[config.mk]
export PLATFORM = sky130hd
export DESIGN_NAME = msp_cell
export DESIGN_NICKNAME = d
export VERILOG_FILES = /design/src/sv/msp_cell.sv
export SDC_FILE = /design/constraint.sdc
export NUM_CORES = 1
export LEC_CHECK = 0
export BUFFER_PORTS_ARGS = -buffer_cell sky130_fd_sc_hd__buf_2
export CAP_MARGIN = 0
export CORE_MARGIN = 2
export CORE_UTILIZATION = 41
export DETAILED_ROUTE_END_ITERATION = 16
export GPL_TIMING_DRIVEN = 0
export PLACE_DENSITY = 0.83
export SETUP_SLACK_MARGIN = 0.02
export SYNTH_ARGS = -nofsm -noshare
export SYNTH_HDL_FRONTEND = slang
export SYNTH_SLANG_ARGS = --single-unit
[constraint.sdc]
create_clock -name aclk -period 0.85 [get_ports aclk]
set_input_delay 0.0425 -clock aclk [delete_from_list [all_inputs] [get_ports aclk]]
set_output_delay 0.0425 -clock aclk [all_outputs]
set_load 0.005 [all_outputs]
[src/sv/msp_cell.sv]
// One cell of the vertex ring: holds one vertex record and passes it on.
// Depends on nothing; width is set by the top level.
`default_nettype none
module msp_cell #(
    parameter int W = 22
) (
    input  wire logic         aclk,
    input  wire logic         en,
    input  wire logic [W-1:0] d,
    output logic      [W-1:0] q
);
    logic [W-1:0] rec_reg;

    // shift the record one place along the ring
    always_ff @(posedge aclk) begin
        if (en) begin
            rec_reg <= d;
        end
    end

    assign q = rec_reg;
endmodule
`default_nettype wire

==> results of run 1 <==
## metal layers
layer,vias to the layer above,wire [um],track usage
li1,231,-,-
met1,225,472,0.147
met2,21,901,0.338
met3,0,97,0.0449
met4,0,0,0.0727
met5,-,0,0
## metrics by stage
| stage | utilization | setup WS (ns) | cell area, um2 | total power, uW |
|---|---|---|---|---|
| after global routing | 0.765 | -0.0584 | 1150 | 2080 |
| after global placement | 0.601 | 0.0607 | 906 | 1480 |
| after CTS | 0.765 | -0.0265 | 1150 | 2010 |
| after floorplan | - | 0.452 | 661 | 1350 |
| after detailed placement | 0.601 | 0.0331 | 906 | 1490 |
| final | 0.765 | -0.0203 | 1150 | 2000 |
## worst min-delay path by stage
stage,depth (start not counted),startpoint,to
final,1,en,q[1]
after global routing,1,en,q[1]
after CTS,1,en,q[17]
after detailed placement,1,d[10],q[10]
after global placement,1,d[17],q[17]
after floorplan,0,d[0],q[0]
## final cells by class
cell class              count  area (um2)
well taps                  16        20.0
clock buffers               3        22.5
fillers                    91         354
flip-flops and latches     22         661
repair buffers             67         445
clock inverters             1        3.75
## Yosys cell counts
| cell type | instances |
|---|---|
| edfxtp_1 | 22 |
## power groups by stage
stage | Clock (uW) | Combinational, uW | Sequential [uW]
global route | 500 | 262 | 1310
global placement | 0 | 155 | 1330
floorplan | 0 | 0 | 1350
CTS | 469 | 240 | 1300
finish | 452 | 242 | 1310
detailed placement | 0 | 162 | 1330
## cell families (layout without fill, tap and decap cells)
family | count (synthesis) | count (layout) | share of synthesized area
buf+inv | 0 | 71 | 0
flops | 22 | 22 | 1.00
## placed cells by master (no fill, tap or decap), drive strengths merged
cell,synthesis,routed
buf,0,45
clkbuf,0,3
clkinv,0,1
dlygate4sd3,0,22
edfxtp,22,22
## timing repair
| item | CTS | global route |
|---|---|---|
| endpoints found under the hold margin | 22 | 0 |
| buffers inserted | 0 | 0 |
| hold buffers | 22 | 0 |
| endpoints found under the setup margin | 22 | 22 |
==> out/metrics.cfg, run 1 <==
[power_and_ir_drop]
power_density_nw_per_um2=1740
switchingPower_uw=388
seqPwrFrac=0.653
leakage_uw=0.000500
clockPowerShare=0.226
vdd_ir_drop_max_mv=1.16
comb_power_share=0.121
p_int_uw=1610
p_sw_frac=0.194

[global_routing]
overflow=0
antenna_found_initial=0
grtUsageTotal=0.167
grt_max_degree=23
grt_pass1_wl_um=2180
grt_pass1_vias=530

[detailed_routing]
dr.pass1.iters=4
vias=477
drc=0
drt_iter0_markers=5
wl_um=1470
drtAntennaViolNets=0
wl_per_cell_um=13.5
viasPerCell=4.38

[die]
core-area_um2=1510
die_y_um=44.1
dieArea_um2=1950
rows=14
die_width_um=44.1
start_util=0.439
pin_count=46

[clocking]
cts_tree=yes
cts.reportedPaths.clkPinSlew_ns=0.11
clock_sinks=22
cts_inserted_buffers=3
clockBufferDepth=2
cts_max_level=1
cts_resized=0
cts_root_buf=clkbuf_4

[sta]
finalSetupViolCount=4
rsz0062_at_grt=yes
tightestPinTransition_ns=0.472
slew_viol_final=0
fmaxAchievable_mhz=1150
whs_ns=0.228
hold_viol_final=0
period_needed_ns=0.870
finalSetupTns_ns=-0.0709
finalCritPeriodShare=1.02
slew_headroom=0.685
finalWorstSetupSlack_ns=-0.0203

[setup_path]
endpoint=q[19]
cp_cell_sequence=buf_2
critical_path.startpoint_type=flip-flop
crit_path_start=q[19]
crit_buf_inv=1
critical_path_peak_fanout=1
cp_data_arrival_time_ns=0.83
crit_slowest_cell=edfxtp_1
cp-end-kind=output pin
worst-setup-path-type=reg -> out
worstPathRequired_ns=0.81
critical-path-max-stage-delay_ns=0.40
critical-path-top-delay-family=flip-flops
crit_cells=1

[synth]
netlist_area_um2=661
yosys-top-cells-area=edfxtp_1 100%
ys_ff_latch=22
post_synth.cell_area_avg_um2=30.0
ys_warn_count=0
synth_cell_types=1
yosysTopAreaCellShare=1.00
syn-num-nets=46
synth_top_area_cell=edfxtp_1
yosysSeqAreaShare=1.00
synthCells=22

[final_layout]
fin_cells=109
nets=118
area_growth_pct=74.4
largest_reg_flops=22
antenna_cells=0
multi_input_area_um2=0
drive_above_1_share=0.516
comb.multi_input.count=0

[hold_path]
hold_class=in -> reg

[place]
finalWeightedCongestion=0.605
dp_cells=83
port-buffer-count=45

[run]
cap_violations=0

[outcome]
violations=setup timing
outcome=finished, violations left

(Power assumes the default switching activity.)
==> run 2: changes to the inputs <==
- SKIP_CTS_REPAIR_TIMING: default -> 1
==> run 2 against run 1 <==
Net effect:
- the flow still finishes with violations (setup timing)
- cell count unchanged
- via count increased by 1.0%
- utilization unchanged
- design area unchanged
- clock-buffer cell count unchanged
- wire length increased by 13%
- worst setup slack got worse by 0.040 ns
- critical path type unchanged
==> out/metrics.cfg, run 2 (synthesis results as in run 1) <==
[outcome]
outcome=finished, violations left
violations=setup timing

[final_layout]
multi_input_area_um2=0
comb.multi_input.count=0
layout_common_cells=45 x buf_2, 22 x dlygate4sd3_1, 22 x edfxtp_1, 3 x clkbuf_4, 1 x clkinv_1
final.fill_count=88
area_growth_pct=74.4
final_common_cell=buf_2
drive_above_1_share=0.516
nets=118
seqCellArea_um2=661
largest_reg_flops=22
fin_cells=109
antenna_cells=0

[sta]
tightestPinTransition_ns=0.490
finalSetupTns_ns=-0.303
slew_viol_final=0
finalCritPeriodShare=1.07
whs_ns=0.215
hold_viol_final=0
fmaxAchievable_mhz=1100
period_needed_ns=0.910
slew_headroom=0.673
rsz0062_at_grt=yes
finalWorstSetupSlack_ns=-0.0604
finalSetupViolCount=15

[place]
finalWeightedCongestion=0.605
port-buffer-count=45
dp_cells=83
dpl_worst_slack_ns=0.0331

[setup_path]
worstPathRequired_ns=0.81
cp_data_arrival_time_ns=0.87
cp-end-kind=output pin
crit_slowest_cell=edfxtp_1
critical_path_peak_fanout=1
critical_path.startpoint_type=flip-flop
cp_cell_sequence=buf_2
worst-setup-path-type=reg -> out
critical-path-max-stage-delay_ns=0.42
crit_buf_inv=1
critical-path-top-delay-family=flip-flops

[clocking]
cts_tree=yes
cts_root_buf=clkbuf_4
clock_sinks=22
cts_max_level=1
cts.reportedPaths.clkPinSlew_ns=0.13
cts_inserted_buffers=3
clockBufferDepth=2

[detailed_routing]
drtAntennaViolNets=0
drc=0
viasPerCell=4.42
wl_per_cell_um=15.3
drt_iter0_markers=5
dr.pass1.iters=4
wl_um=1660
vias=482

[power_and_ir_drop]
power_density_nw_per_um2=1770
leakage_uw=0.000500
vdd_ir_drop_max_mv=1.23
finalPower_uw=2040

[run]
cap_violations=0

[hold_path]
hold_class=in -> reg

[global_routing]
antenna_found_initial=0
grt_pass1_wl_um=1570
grt_max_degree=23
grtUsageTotal=0.119
grt_pass1_vias=391
overflow=0

[die]
dieArea_um2=1950
die_width_um=44.1
pin_count=46
core-area_um2=1510
rows=14
die_y_um=44.1
start_util=0.439

-- run 2: path summary, 6_finish.rpt --
kind | to | depth (start not counted) | start | slack (ns)
hold / removal | q[10] | 1 | en | 0.21
setup / recovery | q[5] | 1 | q[5] | -0.06
-- run 2: metal layers --
layer  vias up  share of wire  global-route usage
li1        230              -                   -
met1       222           0.31               0.110
met2        28           0.61               0.215
met3         2          0.068              0.0449
met4         0          0.013              0.0727
met5         -              0                   0
-- run 2: final cells by class --
cell class	instances	share of cell area
Sequential cell	22	0.573
Clock buffer	3	0.0195
Tap cell	16	0.0174
Timing Repair Buffer	67	0.387
Clock inverter	1	0.00326
-- run 2: power by group --
part | internal, uW | switching (uW)
combinational | 154 | 91.3
sequential | 1290 | 20.8
clock | 171 | 319
total | 1610 | 431
-- run 2: stage by stage --
step / instance area, um2 / utilization
floorplan: 661 / -
global route: 1150 / 0.765
CTS: 932 / 0.619
finish: 1150 / 0.765
global placement: 906 / 0.601
detailed placement: 906 / 0.601
