==> config.mk <==
export PLATFORM = sky130hd
export DESIGN_NAME = msp_update
export DESIGN_NICKNAME = d
export VERILOG_FILES = /design/src/sv/msp_update.sv
export SDC_FILE = /design/constraint.sdc
export NUM_CORES = 1
export LEC_CHECK = 0
export BUFFER_PORTS_ARGS = -buffer_cell sky130_fd_sc_hd__buf_2
export CORE_MARGIN = 10
export CORE_UTILIZATION = 30
export DETAILED_ROUTE_END_ITERATION = 6
export GPL_TIMING_DRIVEN = 0
export SKIP_CTS_REPAIR_TIMING = 1
export SLEW_MARGIN = 20
export SYNTH_ARGS = -nofsm -noshare
export SYNTH_HDL_FRONTEND = slang
export SYNTH_SLANG_ARGS = --single-unit
==> constraint.sdc <==
create_clock -name aclk -period 5.1 [get_ports aclk]
set_input_delay 0.51 -clock aclk [delete_from_list [all_inputs] [get_ports aclk]]
set_output_delay 0.51 -clock aclk [all_outputs]
set_load 0.005 [all_outputs]
==> src/sv/msp_update.sv <==
// Update point of the vertex ring: relaxes one record against one matrix
// entry and tracks the least distance seen in the pass. No package needed.
`default_nettype none
module msp_update #(
    parameter int VW = 5,
    parameter int NW = 6,
    parameter int WB = 16
) (
    input  wire logic              aclk,
    input  wire logic              aresetn,
    input  wire logic              clear_min,
    input  wire logic              en,
    input  wire logic              init,
    input  wire logic [VW-1:0]     col,
    input  wire logic [NW-1:0]     n,
    input  wire logic [VW-1:0]     pick_in,
    input  wire logic [WB-1:0]     row_w,
    input  wire logic [VW+WB:0]    rec_in,
    output logic      [VW+WB:0]    rec_out,
    output logic                   best_found,
    output logic      [VW-1:0]     best_pick,
    output logic      [VW-1:0]     best_near,
    output logic      [WB-1:0]     best_dist
);
    logic          in_tree_old, in_tree_new;
    logic [VW-1:0] near_old, near_new;
    logic [WB-1:0] dist_old, dist_new;
    logic          excluded;

    logic          found_reg, found_next;
    logic [VW-1:0] pick_reg, pick_next;
    logic [VW-1:0] near_reg, near_next;
    logic [WB-1:0] least_reg, least_next;

    assign {in_tree_old, near_old, dist_old} = rec_in;
    assign excluded = (col == '0) || (32'(col) >= 32'(n));

    // relax the record with the current row entry
    always_comb begin
        if (init) begin
            in_tree_new = excluded;
            near_new    = '0;
            dist_new    = row_w;
        end else begin
            in_tree_new = in_tree_old || (col == pick_in);
            near_new    = near_old;
            dist_new    = dist_old;
            if (!in_tree_new && (row_w < dist_old)) begin
                near_new = pick_in;
                dist_new = row_w;
            end
        end
    end

    assign rec_out = {in_tree_new, near_new, dist_new};

    // keep the first strictly smaller distance of the pass
    always_comb begin
        found_next = found_reg;
        pick_next  = pick_reg;
        near_next  = near_reg;
        least_next = least_reg;
        if (clear_min) begin
            found_next = 1'b0;
            least_next = '1;
        end else if (en && !in_tree_new && (dist_new < least_reg)) begin
            found_next = 1'b1;
            pick_next  = col;
            near_next  = near_new;
            least_next = dist_new;
        end
    end

    always_ff @(posedge aclk) begin
        if (!aresetn) begin
            found_reg <= 1'b0;
            least_reg <= '1;
        end else begin
            found_reg <= found_next;
            least_reg <= least_next;
        end
        pick_reg <= pick_next;
        near_reg <= near_next;
    end

    assign best_found = found_reg;
    assign best_pick  = pick_reg;
    assign best_near  = near_reg;
    assign best_dist  = least_reg;
endmodule
`default_nettype wire

==> results of run 1 <==
## worst max-delay path, delay by kind of cell
family | cells | cell delay, ns
AND/OR/NAND/NOR | 4 | 0.82
AO/OA/AOI/OAI | 9 | 1.95
buffers and inverters | 5 | 0.67
adder cells (fa/ha/maj) | 2 | 0.49
multiplexers | 1 | 0.33
## cells by family after synthesis
family          synth area share, %
simple gates                   13.3
compound gates                 16.9
buf+inv                        9.41
fa+ha+maj                      19.0
flops                          27.8
mux                            11.6
xor+xnor                       1.90
## area by class of cell
type	count	share of cell area (%)
Buffer	9	2.22
Clock buffer	4	1.45
Inverter	37	4.48
Multi-Input combinational cell	166	48.0
Sequential cell	27	20.7
Tap cell	99	3.99
Timing Repair Buffer	113	19.2
## sequential cells by signal, indices dropped and copies added, names as in the netlist
| signal | count |
|---|---|
| best_found | 1 |
| best_pick | 5 |
| best_dist | 16 |
| best_near | 5 |
## report_power, final
part,internal (mW),total (mW),leakage (nW),switching [mW]
clock,0.0560,0.125,0.0228,0.0685
sequential,0.238,0.244,0.233,0.00598
combinational,0.116,0.240,1.41,0.124
total,0.410,0.609,1.67,0.198
## stage by stage
stage / util, % / hold WS (ns) / instance area [sq um] / setup TNS (ns)
after floorplan: - / 0.475 / 2300 / 0
after global placement: 40.1 / 0.460 / 2960 / -16.38
after detailed placement: 40.1 / 0.467 / 2960 / -17.82
after CTS: 40.7 / 0.454 / 3000 / -10.02
after global routing: 42.1 / 0.470 / 3100 / -0.00678
final: 42.1 / 0.459 / 3100 / 0
## per-layer routing
| metal | GRT usage, % | up-vias | wire length, microns |
|---|---|---|---|
| met5 | 0 | - | 0 |
| met4 | 2.39 | 0 | 41 |
| met3 | 4.31 | 4 | 707 |
| met2 | 18.7 | 78 | 3050 |
| met1 | 15.4 | 998 | 3520 |
| li1 | - | 1118 | - |
## synthesized netlist by cell type
cell type / instances
mux2_4: 10
mux2i_1: 5
or3_1: 1
a211oi_1: 1
ha_1: 35
a21boi_0: 1
o31a_1: 18
buf_12: 1
nor2_1: 14
a21o_1: 6
a21oi_1: 9
a31o_1: 1
a2111o_1: 1
buf_2: 1
a2111oi_0: 1
a31oi_1: 1
xor2_1: 3
clkbuf_1: 6
a41o_1: 1
nand3_1: 3
o2111ai_1: 1
buf_4: 1
nand2b_1: 4
o2111a_1: 1
mux2_2: 6
nor2b_1: 1
o211ai_1: 2
nor3_1: 3
or2_1: 1
xnor2_1: 2
inv_1: 37
edfxtp_1: 10
a211oi_2: 1
nand2_1: 6
nor4_1: 1
and2_4: 1
dfxtp_1: 17
or4_1: 16
nand4_1: 2
and4_1: 1
o21ai_0: 5
a221oi_1: 1
buf_6: 2
## worst max-delay path by stage
| stage | to | from | cells after the start | slack, ns |
|---|---|---|---|---|
| finish | best_pick[3]$_DFFE_PP_ | row_w[11] | 21 | 0.32 |
| global route | best_dist[7]$_SDFFE_PP1P_ | rec_in[11] | 23 | -0.007 |
| CTS | best_pick[4]$_DFFE_PP_ | rec_in[1] | 21 | -0.70 |
| detailed placement | best_pick[4]$_DFFE_PP_ | rec_in[1] | 21 | -0.99 |
| global placement | best_near[2]$_DFFE_PP_ | rec_in[1] | 21 | -0.94 |
| floorplan | best_near[0]$_DFFE_PP_ | rec_in[1] | 20 | 0.18 |
==> out/metrics.cfg, run 1 <==
[run_status]
outcome = finished clean

[sta]
finalHoldViolCount = 0
setup_violations = 0
post-route-period-util_pct = 93.8
worst_slew_pin_slew_ns = 0.847
drv_slew = 0
skew_ns = 0.00750
relSlewSlack_pct = 43.5
fmax_mhz = 209
post-route-min-period_ns = 4.78
worst_slack_ns = 0.318

[synth]
ys_ff_latch = 27
synth.distinct_cells = 43
postSynthCellCount = 241
yosys-top-cells-area = ha_1 (19%), dfxtp_1 (15%), edfxtp_1 (13%)
yosysTopAreaCell = ha_1
syn_avg_cell_area_sq_um = 9.55
synth_area_sq_um = 2300
synth_warnings = 0
synth_top_area_share_pct = 19.0
syn_nets = 335
ys_seq_area_share_pct = 27.8

[setup_path]
path_cells = buf_2 -> ha_1 -> a21oi_1 -> o21ai_0 -> a2111o_1 -> or2_1 -> buf_6 -> and2_4 -> buf_6 -> buf_12 -> mux2_4 -> ha_1 -> a41o_1 -> a211oi_1 -> o21ai_0 -> o211ai_1 -> o2111ai_2 -> a211oi_4 -> nor2_2 -> nor2_4 -> buf_12
path_class = in2reg
r2r_end = best_pick[3]$_DFFE_PP_
start_kind = input pin
reg2reg_setup_slack_ns = 2.33
rr_worst_depth = 11
path_max_fanout = 17
end_kind = flip-flop
crit_required_ns = 5.10
cp_data_arrival_time_ns = 4.78
reg2reg_from = best_dist[11]$_SDFFE_PP1P_
critPathMaxStageDelay_ns = 0.48
critical-path-slowest-cell = a2111o_1

[die]
die_h_microns = 108
dieWidth_microns = 108
io_pins = 108
initial_core_util_pct = 31.2
die-area_sq_um = 11600
rows = 31
core_area_sq_um = 7370

[pwr]
vdd_drop_max_uv = 103
p_per_area_nw_per_um2 = 196
power_mw = 0.609
total_leakage_power_nw = 1.67

[placed_design]
dp.cells = 446
gp_congestion = 0.838
hpwl_mm = 6.16
place_worst_setup_slack_ns = -0.994
portBuffers = 106

[clocking]
clkSinkCount = 27
clk_latency_ns = 0.28
path_clk_slew_ns = 0.09
cts_root_buffer = clkbuf_8
cts_buffers = 3
cts_tree = built
clockBufferDepth = 2
cts_max_level = 1

[worst_hold_path]
holdPathStages = 1
holdCritStartpoint = col[0]
worstHoldPathType = in2reg
hold_end = best_pick[0]$_DFFE_PP_

[cells_and_area]
final_cell_mix = buf_2 (106), inv_1 (37), ha_1 (35), o31a_1 (18), dfxtp_1 (17)
fin_nets = 451
drive_gt1_share_pct = 40.2
regArea_sq_um = 641
multi_input_area_sq_um = 1490
synthToLayoutAreaGrowth_pct = 34.8
fill_cells = 784
final_cells = 455
diodes = 0
final_common_cell = buf_2

[global_route]
grt_antenna_before_repair = 0
grt_pass1_wl_mm = 11.4
grt-ovfl-total = 0
track_usage_pct = 12.0
grt_start_max_net_pins = 15
grt_pass1_vias = 2267

[route]
wl_mm = 7.32
viasPerCell = 4.83
detail_route.wl_per_cell_microns = 16.1
ant_nets = 0
drc = 0
drt_iter0_markers = 88
dr.pass1.iters = 3
vias = 2198

[job]
maxCapViolCount = 0

Power figures use the tool's default switching activity.
==> run 2, diff against run 1 <==
HOLD_SLACK_MARGIN = 0.03   (was unset)
PLACE_DENSITY = 0.66   (was unset)
==> run 2 against run 1 <==
- sequential share of layout area grew 0.067 points
- die area is the same
- worst setup slack worse by 0.061 ns
- non-clock buffer count is 2 lower
- via count increased by 1.0%
- maximum frequency down 1.3%
- register-to-register slack got worse by 0.04 ns
- clock power barely moved
- final area down 0.32%
- hold slack better by 0.00084 ns
- count of clock-buffer cells in the layout is the same
- largest cell class unchanged
==> out/metrics.cfg, run 2 (synthesis results as in run 1) <==
[setup_path]
path_class = in2reg
critical-path-slowest-cell = a2111o_1
critPathMaxStageDelay_ns = 0.48
cp_top_family = compound AO/OA/AOI/OAI gates
crit_required_ns = 5.10
cp_data_arrival_time_ns = 4.84
start_kind = input pin
end_kind = flip-flop
crit_buf_inv = 5
path_max_fanout = 17
path_cells = buf_2 -> ha_1 -> a21oi_1 -> o21ai_0 -> a2111o_1 -> or2_1 -> buf_6 -> and2_4 -> buf_6 -> buf_12 -> mux2_4 -> ha_1 -> a41o_1 -> a211oi_1 -> o21ai_0 -> o211ai_1 -> o2111ai_2 -> a211oi_4 -> nor2_4 -> nor2_4 -> buf_12

[sta]
relSlewSlack_pct = 66.8
fin_tns_setup_ns = 0
post-route-min-period_ns = 4.84
worst_slew_pin_slew_ns = 0.498
setup_violations = 0
skew_ns = 0.00652
fmax_mhz = 206
drv_slew = 0
post-route-period-util_pct = 95.0
finalHoldViolCount = 0

[die]
initial_core_util_pct = 31.2
dieWidth_microns = 108
core_area_sq_um = 7370
rows = 31
die-area_sq_um = 11600
io_pins = 108
die_h_microns = 108

[global_route]
track_usage_pct = 12.2
grt_pass1_wl_mm = 11.6
grt-ovfl-total = 0
grt_antenna_before_repair = 0
grt_pass1_vias = 2370
grt_start_max_net_pins = 15

[cells_and_area]
drive_gt1_share_pct = 39.8
diodes = 0
fill_cells = 776
utilization_pct = 42.0
synthToLayoutAreaGrowth_pct = 34.4
final_cells = 453
final_cell_mix = buf_2 (106), inv_1 (37), ha_1 (35), o31a_1 (18), dfxtp_1 (17)
fin_nets = 449
postLayoutCellArea_sq_um = 3090
largest_register_ffs = 16
final_common_cell = buf_2

[clocking]
cts_max_level = 1
clockBufferDepth = 2
clkSinkCount = 27
cts_root_buffer = clkbuf_8
clk_latency_ns = 0.27
cts_buffers = 3
path_clk_slew_ns = 0.09
cts_tree = built

[placed_design]
dpl-instance-area_sq_um = 2960
dp.cells = 446
portBuffers = 106
gp_congestion = 0.809
hpwl_mm = 6.14

[route]
vias = 2221
wl_mm = 7.25
ant_nets = 0
drt_iter0_markers = 75
viasPerCell = 4.90
dr.pass1.iters = 4
detail_route.wl_per_cell_microns = 16.0
drc = 0

[worst_hold_path]
worstHoldPathType = in2reg

[job]
maxCapViolCount = 0

[run_status]
outcome = finished clean

[pwr]
vdd_drop_max_uv = 104
power_mw = 0.607
total_leakage_power_nw = 1.66
p_per_area_nw_per_um2 = 196

run 2: cell types whose count changed in the layout (fill, tap and decap cells not counted):
cell    delta
buf_4      -2
nor2_2     -1
nor2_4     +1
run 2: power by group:
part / switching [mW] / internal [mW] / total [mW]
logic: 0.124 / 0.115 / 0.238
clock network: 0.0679 / 0.0560 / 0.124
registers: 0.00605 / 0.238 / 0.244
total: 0.198 / 0.409 / 0.607
run 2: worst paths after layout:
| kind | startpoint | to | slack, ns | cells after the start |
|---|---|---|---|---|
| max reg2reg | best_dist[11]$_SDFFE_PP1P_ | best_pick[4]$_DFFE_PP_ | 2.29 | 11 |
| min | col[0] | best_pick[0]$_DFFE_PP_ | 0.46 | 1 |
| min reg2reg | best_found$_SDFFE_PP0P_ | best_found$_SDFFE_PP0P_ | 0.49 | 2 |
| max | row_w[11] | best_pick[4]$_DFFE_PP_ | 0.26 | 21 |
run 2: per-layer routing:
metal | GRT usage [%] | up-vias | share of wire [%]
met1 | 15.0 | 1043 | 44
met4 | 2.86 | 0 | 0.69
met3 | 3.89 | 2 | 9.4
li1 | - | 1105 | -
met5 | 0 | - | 0
met2 | 20.2 | 71 | 46
run 2: through the flow:
step                      setup slack, ns  hold slack, ns
after floorplan                     0.179           0.475
after global placement             -0.904           0.459
after detailed placement           -0.928           0.475
after CTS                          -0.633           0.446
after global routing             -0.00140           0.443
final                               0.257           0.460
run 2: final cells by class:
type | count | area (sq um) | share of cell area [%]
Buffer | 9 | 68.8 | 2.23
Clock buffer | 4 | 45.0 | 1.46
Inverter | 37 | 139 | 4.49
Timing Repair Buffer | 111 | 581 | 18.8
Sequential cell | 27 | 641 | 20.7
Tap cell | 99 | 124 | 4.01
Multi-Input combinational cell | 166 | 1490 | 48.3
